File: src/sv/tmcw_pkg.sv
// ----------------------------------------------------------------------------
// tmcw_pkg
// Types, constants and control bundles of the text-mode console writer.
// ----------------------------------------------------------------------------
package tmcw_pkg;

    localparam int COLUMNS_DEF = 80;
    localparam int ROWS_DEF    = 25;

    localparam int IN_W  = 24;  // opcode, character, column, row
    localparam int OUT_W = 32;  // cursor_row, cursor_column, read char/attr, scrolled

    localparam logic [7:0] TEXT_COLOR_INIT = 8'h07;
    localparam logic [7:0] CH_SPACE        = 8'h20;
    localparam logic [7:0] CH_NEWLINE      = 8'h0a;
    localparam logic [7:0] CH_RETURN       = 8'h0d;

    typedef enum logic [2:0] {
        OP_PUT    = 3'd0,
        OP_BKSP   = 3'd1,
        OP_INVERT = 3'd2,
        OP_READ   = 3'd3,
        OP_CLEAR  = 3'd4
    } op_t;

    typedef enum logic [2:0] {
        ST_IDLE,
        ST_EXEC,
        ST_SCROLL,
        ST_BLANK,
        ST_CLEAR,
        ST_RESULT
    } state_t;

    typedef struct packed {
        logic accept;   // latch the incoming word
        logic exec;     // single-step action of the latched opcode
        logic scroll;   // one step of the row move
        logic blank;    // one step of bottom row blanking
        logic clear;    // one step of the screen clear
        logic cnt_clr;  // restart the sweep counter
        logic load;     // load the result register
    } dp_cmd_t;

    typedef struct packed {
        logic [2:0] op;
        logic       pending;     // cursor sits past the last row
        logic       move_last;
        logic       blank_last;
        logic       clear_last;
        logic       out_free;    // result register can take a word
    } dp_status_t;

endpackage

File: src/sv/tmcw_ctrl.sv
// ----------------------------------------------------------------------------
// tmcw_ctrl
// Sequencer: accepts a word, runs the single step or the scroll/clear sweeps,
// then hands the result to the output register.
// ----------------------------------------------------------------------------
module tmcw_ctrl (
    input  logic                 aclk,
    input  logic                 aresetn,
    input  logic                 s_tvalid,
    output logic                 s_tready,
    input  tmcw_pkg::dp_status_t status,
    output tmcw_pkg::dp_cmd_t    cmd
);

    import tmcw_pkg::*;

    state_t state_reg;
    state_t state_next;

    always_ff @(posedge aclk) begin
        if (!aresetn) begin
            state_reg <= ST_IDLE;
        end else begin
            state_reg <= state_next;
        end
    end

    always_comb begin
        state_next = state_reg;
        case (state_reg)
            ST_IDLE: begin
                if (s_tvalid) begin
                    state_next = ST_EXEC;
                end
            end
            ST_EXEC: begin
                if (status.op == OP_PUT && status.pending) begin
                    state_next = ST_SCROLL;
                end else if (status.op == OP_CLEAR) begin
                    state_next = ST_CLEAR;
                end else begin
                    state_next = status.out_free ? ST_IDLE : ST_RESULT;
                end
            end
            ST_SCROLL: begin
                if (status.move_last) begin
                    state_next = ST_BLANK;
                end
            end
            ST_BLANK: begin
                if (status.blank_last) begin
                    state_next = ST_EXEC;
                end
            end
            ST_CLEAR: begin
                if (status.clear_last) begin
                    state_next = status.out_free ? ST_IDLE : ST_RESULT;
                end
            end
            ST_RESULT: begin
                if (status.out_free) begin
                    state_next = ST_IDLE;
                end
            end
            default: begin
                state_next = ST_IDLE;
            end
        endcase
    end

    always_comb begin
        cmd      = '0;
        s_tready = 1'b0;
        case (state_reg)
            ST_IDLE: begin
                s_tready   = 1'b1;
                cmd.accept = s_tvalid;
            end
            ST_EXEC: begin
                if (status.op == OP_PUT && status.pending) begin
                    cmd.cnt_clr = 1'b1;
                end else if (status.op == OP_CLEAR) begin
                    cmd.exec    = 1'b1;
                    cmd.cnt_clr = 1'b1;
                end else begin
                    cmd.exec = 1'b1;
                    cmd.load = status.out_free;
                end
            end
            ST_SCROLL: begin
                cmd.scroll  = 1'b1;
                cmd.cnt_clr = status.move_last;
            end
            ST_BLANK: begin
                cmd.blank = 1'b1;
            end
            ST_CLEAR: begin
                cmd.clear = 1'b1;
                cmd.load  = status.clear_last && status.out_free;
            end
            ST_RESULT: begin
                cmd.load = status.out_free;
            end
            default: begin
                cmd = '0;
            end
        endcase
    end

endmodule

File: config.mk
export PLATFORM = sky130hd
export DESIGN_NAME = tmcw_ctrl
export DESIGN_NICKNAME = d
export VERILOG_FILES = /design/src/sv/tmcw_pkg.sv /design/src/sv/tmcw_ctrl.sv
export SDC_FILE = /design/constraint.sdc
export NUM_CORES = 1
export LEC_CHECK = 0
export ABC_CLOCK_PERIOD_IN_PS = 1200
export BUFFER_PORTS_ARGS = -buffer_cell sky130_fd_sc_hd__clkbuf_2
export CAP_MARGIN = 10
export CORE_AREA = 2 2 39 41
export DETAILED_ROUTE_END_ITERATION = 10
export DIE_AREA = 0 0 41 43
export GPL_ROUTABILITY_DRIVEN = 0
export GPL_TIMING_DRIVEN = 1
export PLACE_DENSITY_LB_ADDON = 0.15
export SYNTH_ARGS = -nofsm -noshare
export SYNTH_HDL_FRONTEND = slang
export SYNTH_SLANG_ARGS = --single-unit
File: constraint.sdc
create_clock -name aclk -period 1.2 [get_ports aclk]
set_input_delay 0.12 -clock aclk [delete_from_list [all_inputs] [get_ports aclk]]
set_output_delay 0.12 -clock aclk [all_outputs]
set_load 0.01 [all_outputs]
Yosys cells after proc, flatten, opt, wreduce, memory -nomap -nowiden. Cells that the tools add are included.

Reduce and logical (&&, ||, !) cells: 5. Multiplexer cells: 22. Equal/unequal tests: 11.

Operator list (count): $mux W3 (8); $pmux W3 S6 (1); $mux W1 (11); $ne A2 B2 Y1 const B (5); $eq A3 B3 Y1 const B (3); $eq A3 B2 Y1 const B (2); $logic_not A3 Y1 (2); $reduce_and A5 Y1 (1); $eq A3 B1 Y1 const B (1); $pmux W1 S3 (1); $logic_and A1 B1 Y1 (2); $pmux W1 S2 (1).

Word-level logic and storage cells: 39. Bits of input ports: 11. Register bits: 3. Output and inout bits: 8.

Depth between registers and ports, before layout.
Depth after elaboration: 4. Gate-level depth with buffers: 5. Depth with buffers taken out: 4.

Worst setup path before layout. OpenSTA, ideal clock, no wires.

Path kind: reg-to-output. From: register state_reg[2]. To: output port cmd[5] in the netlist's numbering. Setup slack: 19 ps. Stages on the path, launching flop included: 4. Arrival: 1061 ps. Required time: 1080 ps. Buffers on the path: 2. Cells stage by stage: dfxtp_1 > buf_4 > clkbuf_8 > nor4b_1.

RTL lines: start, declared (RTL line tmcw_ctrl.sv:17) `state_t state_reg;`; start signal, assigned (RTL line tmcw_ctrl.sv:24) `state_reg <= state_next;`; end, declared (RTL line tmcw_ctrl.sv:12) `output tmcw_pkg::dp_cmd_t cmd`.

==> flow_metrics.py <==
metrics = {
    "floorplanning": {
        "die-height_um": 43,
        "core-area_mm2": 0.001384,
        "pin_count": 19,
        "die_w_um": 41,
        "start_util": 0.2631,
        "rows": 14,
        "die_area_mm2": 0.001763,
    },
    "worst_setup_path": {
        "start_kind": "register",
        "crit_type": "reg2out",
        "reg2reg_slack_ns": 0,
        "crit_fanout": 8,
        "crit-reg2reg-launch": "state_reg[0]",
        "arrival_ns": 1.19,
        "r2r_cells": 5,
        "r2r_end": "state_reg[0]",
        "critPathRequiredTime_ns": 1.08,
        "endpoint_kind": "output pin",
    },
    "detailed_routing": {
        "drt_iter0_drc": 11,
        "vias_per_cell": 4.872,
        "vias": 458,
        "first_pass_iters": 3,
        "ant_nets": 0,
        "routed_wl_um": 1097,
        "drc": 0,
        "wl_per_cell_um": 11.67,
    },
    "cts": {
        "clk_pin_slew_ns": 0.04,
        "clockBufferDepth": 2,
        "cts_sinks": 3,
        "cts_max_level": 1,
        "ctsHoldBuffers": 0,
        "cts_tree": "done",
        "cts_made_buffers": 3,
        "clock_latency_ns": 0.23,
        "cts-root-buf": "clkbuf_4",
    },
    "power_and_ir_drop": {
        "p_comb_frac": 0.423,
        "p_int_mw": 0.3555,
        "power_density_mw_per_mm2": 828.0,
        "peakVddDrop_mv": 0.4527,
        "sw_frac_of_total": 0.3108,
        "leakagePower_nw": 0.2823,
        "clkPwrFrac": 0.341,
        "p_sw_mw": 0.1604,
        "p_seq_frac": 0.236,
    },
    "timing": {
        "final.setup.tns_ns": -0.2831,
        "slew_violations": 0,
        "timing.final.ws_setup_ns": -0.1093,
        "setup_violations": 5,
        "timing.final.crit_share": 1.091,
        "slew_headroom": 0.8218,
        "rsz0062_at_grt": "yes",
        "tightest_slew_ns": 0.2631,
        "fmax_mhz": 763.7,
        "period_needed_ns": 1.309,
        "finClkSkew_ns": 0.001990,
        "whs_ns": 0.1354,
        "hold_viol": 0,
    },
    "logic_synthesis": {
        "synth-seq-cells": 3,
        "synthTopCellsByArea": "dfxtp_1 16%, nor3b_1 12%, nor3b_2 6.9%",
        "synth_sequential_area_ratio": 0.1649,
        "yosysUniqueCellTypes": 28,
        "yosysTopAreaCell": "dfxtp_1",
        "syn_inst": 46,
        "synth_area_um2": 364.1,
        "synth_top_cell_area_share": 0.1649,
        "ys_warn_count": 0,
        "syn_nets": 57,
        "syn_avg_cell_area_um2": 7.915,
    },
    "global_routing": {
        "grt_pass1_wl_um": 1863,
        "grt_max_degree": 9,
        "track_usage": 0.1575,
        "grt_remaining_overflow": 0,
        "antenna_found_initial": 0,
        "grt_pass1_vias": 455,
    },
    "hold_path": {
        "hold_class": "in2reg",
        "hp-start": "aresetn",
        "min_to": "state_reg[0]",
        "whs_path_depth": 2,
    },
    "place": {
        "dp_hpwl_um": 736.8,
        "place_inst": 85,
        "portBuffers": 18,
    },
    "final_layout": {
        "final_nets": 90,
        "drive_gt1_frac": 0.6282,
        "area_delta_synth_final_pct": 71.13,
        "finalNonFillerCells": 94,
        "nFillCells": 148,
        "largest_register_ffs": 3,
        "antennaDiodeCount": 0,
    },
    "status": {
        "outcome": "finished, violations left",
        "violations": "negative setup slack",
    },
    "run": {
        "maxCapViolCount": 0,
    },
}
stage by stage:
stage	utilization	area [um2]	worst slack (ns)	total power, mW
6_report	0.4503	623.1	-0.1093	0.5159
5_1_grt	0.4503	623.1	-0.1687	0.5534
4_1_cts	0.4322	598.1	-0.1345	0.5176
3_5_place_dp	0.3626	501.7	-0.02079	0.2930
3_3_place_gp	0.3626	501.7	-0.06972	0.2961
2_1_floorplan	-	364.1	0.01870	0.2185
cell usage in the layout (no fill, tap or decap):
cell | Yosys | final
or3b_1 | 1 | 1
a21oi_1 | 3 | 3
a22oi_1 | 1 | 1
nor3b_2 | 2 | 2
clkbuf_2 | 0 | 12
a211oi_2 | 0 | 1
clkbuf_1 | 0 | 1
nor2_2 | 1 | 1
nand2_1 | 3 | 2
nand2b_1 | 1 | 1
nor3_1 | 2 | 1
or2b_1 | 1 | 1
clkbuf_4 | 0 | 3
nor3b_1 | 6 | 5
a211oi_1 | 2 | 1
and2_4 | 1 | 1
and2b_2 | 1 | 1
inv_1 | 2 | 1
nand2_2 | 0 | 1
inv_2 | 0 | 1
o311ai_1 | 1 | 2
buf_6 | 1 | 2
and4b_1 | 1 | 1
and2_1 | 1 | 1
nor2_1 | 2 | 2
a31oi_1 | 1 | 1
dfxtp_4 | 0 | 3
nor3_2 | 0 | 1
nor4b_4 | 0 | 1
nor3b_4 | 0 | 1
buf_4 | 2 | 12
o311a_1 | 1 | 1
buf_2 | 0 | 6
o21ai_1 | 1 | 3
layout make-up:
type / instances / area [um2] / area share
Multi-Input combinational cell: 37 / 295.3 / 0.4739
Timing Repair Buffer: 32 / 202.7 / 0.3253
Sequential cell: 3 / 71.32 / 0.1145
Clock buffer: 4 / 26.28 / 0.04217
Tap cell: 16 / 20.02 / 0.03213
Inverter: 2 / 7.507 / 0.01205
power by group through the flow:
stage,Combinational (mW),Clock (mW),Sequential (mW)
finish,0.218,0.176,0.122
global route,0.240,0.190,0.123
CTS,0.209,0.188,0.121
detailed placement,0.165,0,0.128
global placement,0.167,0,0.129
floorplan,0.103,0,0.116
logic make-up after synthesis:
family / synth area share
AND/OR/NAND/NOR: 0.4674
buffers and inverters: 0.1306
AO/OA/AOI/OAI: 0.2371
flip-flops: 0.1650
synthesized netlist by cell type:
cell / n
buf_6: 1
nor2_1: 2
a21oi_1: 3
nand2b_1: 1
nand2_1: 3
o21ai_1: 1
clkbuf_8: 1
and2b_2: 1
a22oi_1: 1
a211oi_1: 2
nor3b_2: 2
inv_1: 2
and4b_1: 1
o311ai_0: 1
o311a_1: 1
nor3b_1: 6
o311ai_1: 1
nor3_1: 2
nor2_2: 1
and2_4: 1
dfxtp_1: 3
and2_1: 1
or3b_1: 1
buf_4: 2
a31oi_1: 1
or2b_1: 1
nor4b_1: 1
o21ai_0: 2
worst max-delay path, cell delays in order, from the launching register on:
cell and delay (ns):
dfxtp_4 0.36, buf_4 0.14, or2b_1 0.21, a21oi_1 0.11, buf_2 0.14
per-layer routing:
metal  wire length [um]  GRT usage  part of all wire  vias to the layer above
li1                   -          -                 -                      234
met1                454     0.1635              0.41                      216
met2                605     0.2750              0.55                        8
met3                 37    0.01571             0.034                        0
met4                  0     0.1000                 0                        0
met5                  0          0                 0                        -
timing repair:
item,CTS,global route
endpoints found under the setup margin,9,9
resized for setup,12,13
pin swaps,1,3
setup buffers,5,1
how the worst max path moves through the flow:
stage                             from  endpoint  slack, ns  depth (start not counted)
after floorplan           state_reg[2]    cmd[5]       0.02                          3
after global placement    state_reg[0]    cmd[1]      -0.07                          4
after detailed placement  state_reg[0]    cmd[1]      -0.02                          4
after CTS                 state_reg[1]    cmd[1]      -0.13                          4
after global routing      state_reg[1]    cmd[1]      -0.17                          4
final                     state_reg[0]    cmd[1]      -0.11                          4
Power figures use the tool's default switching activity.
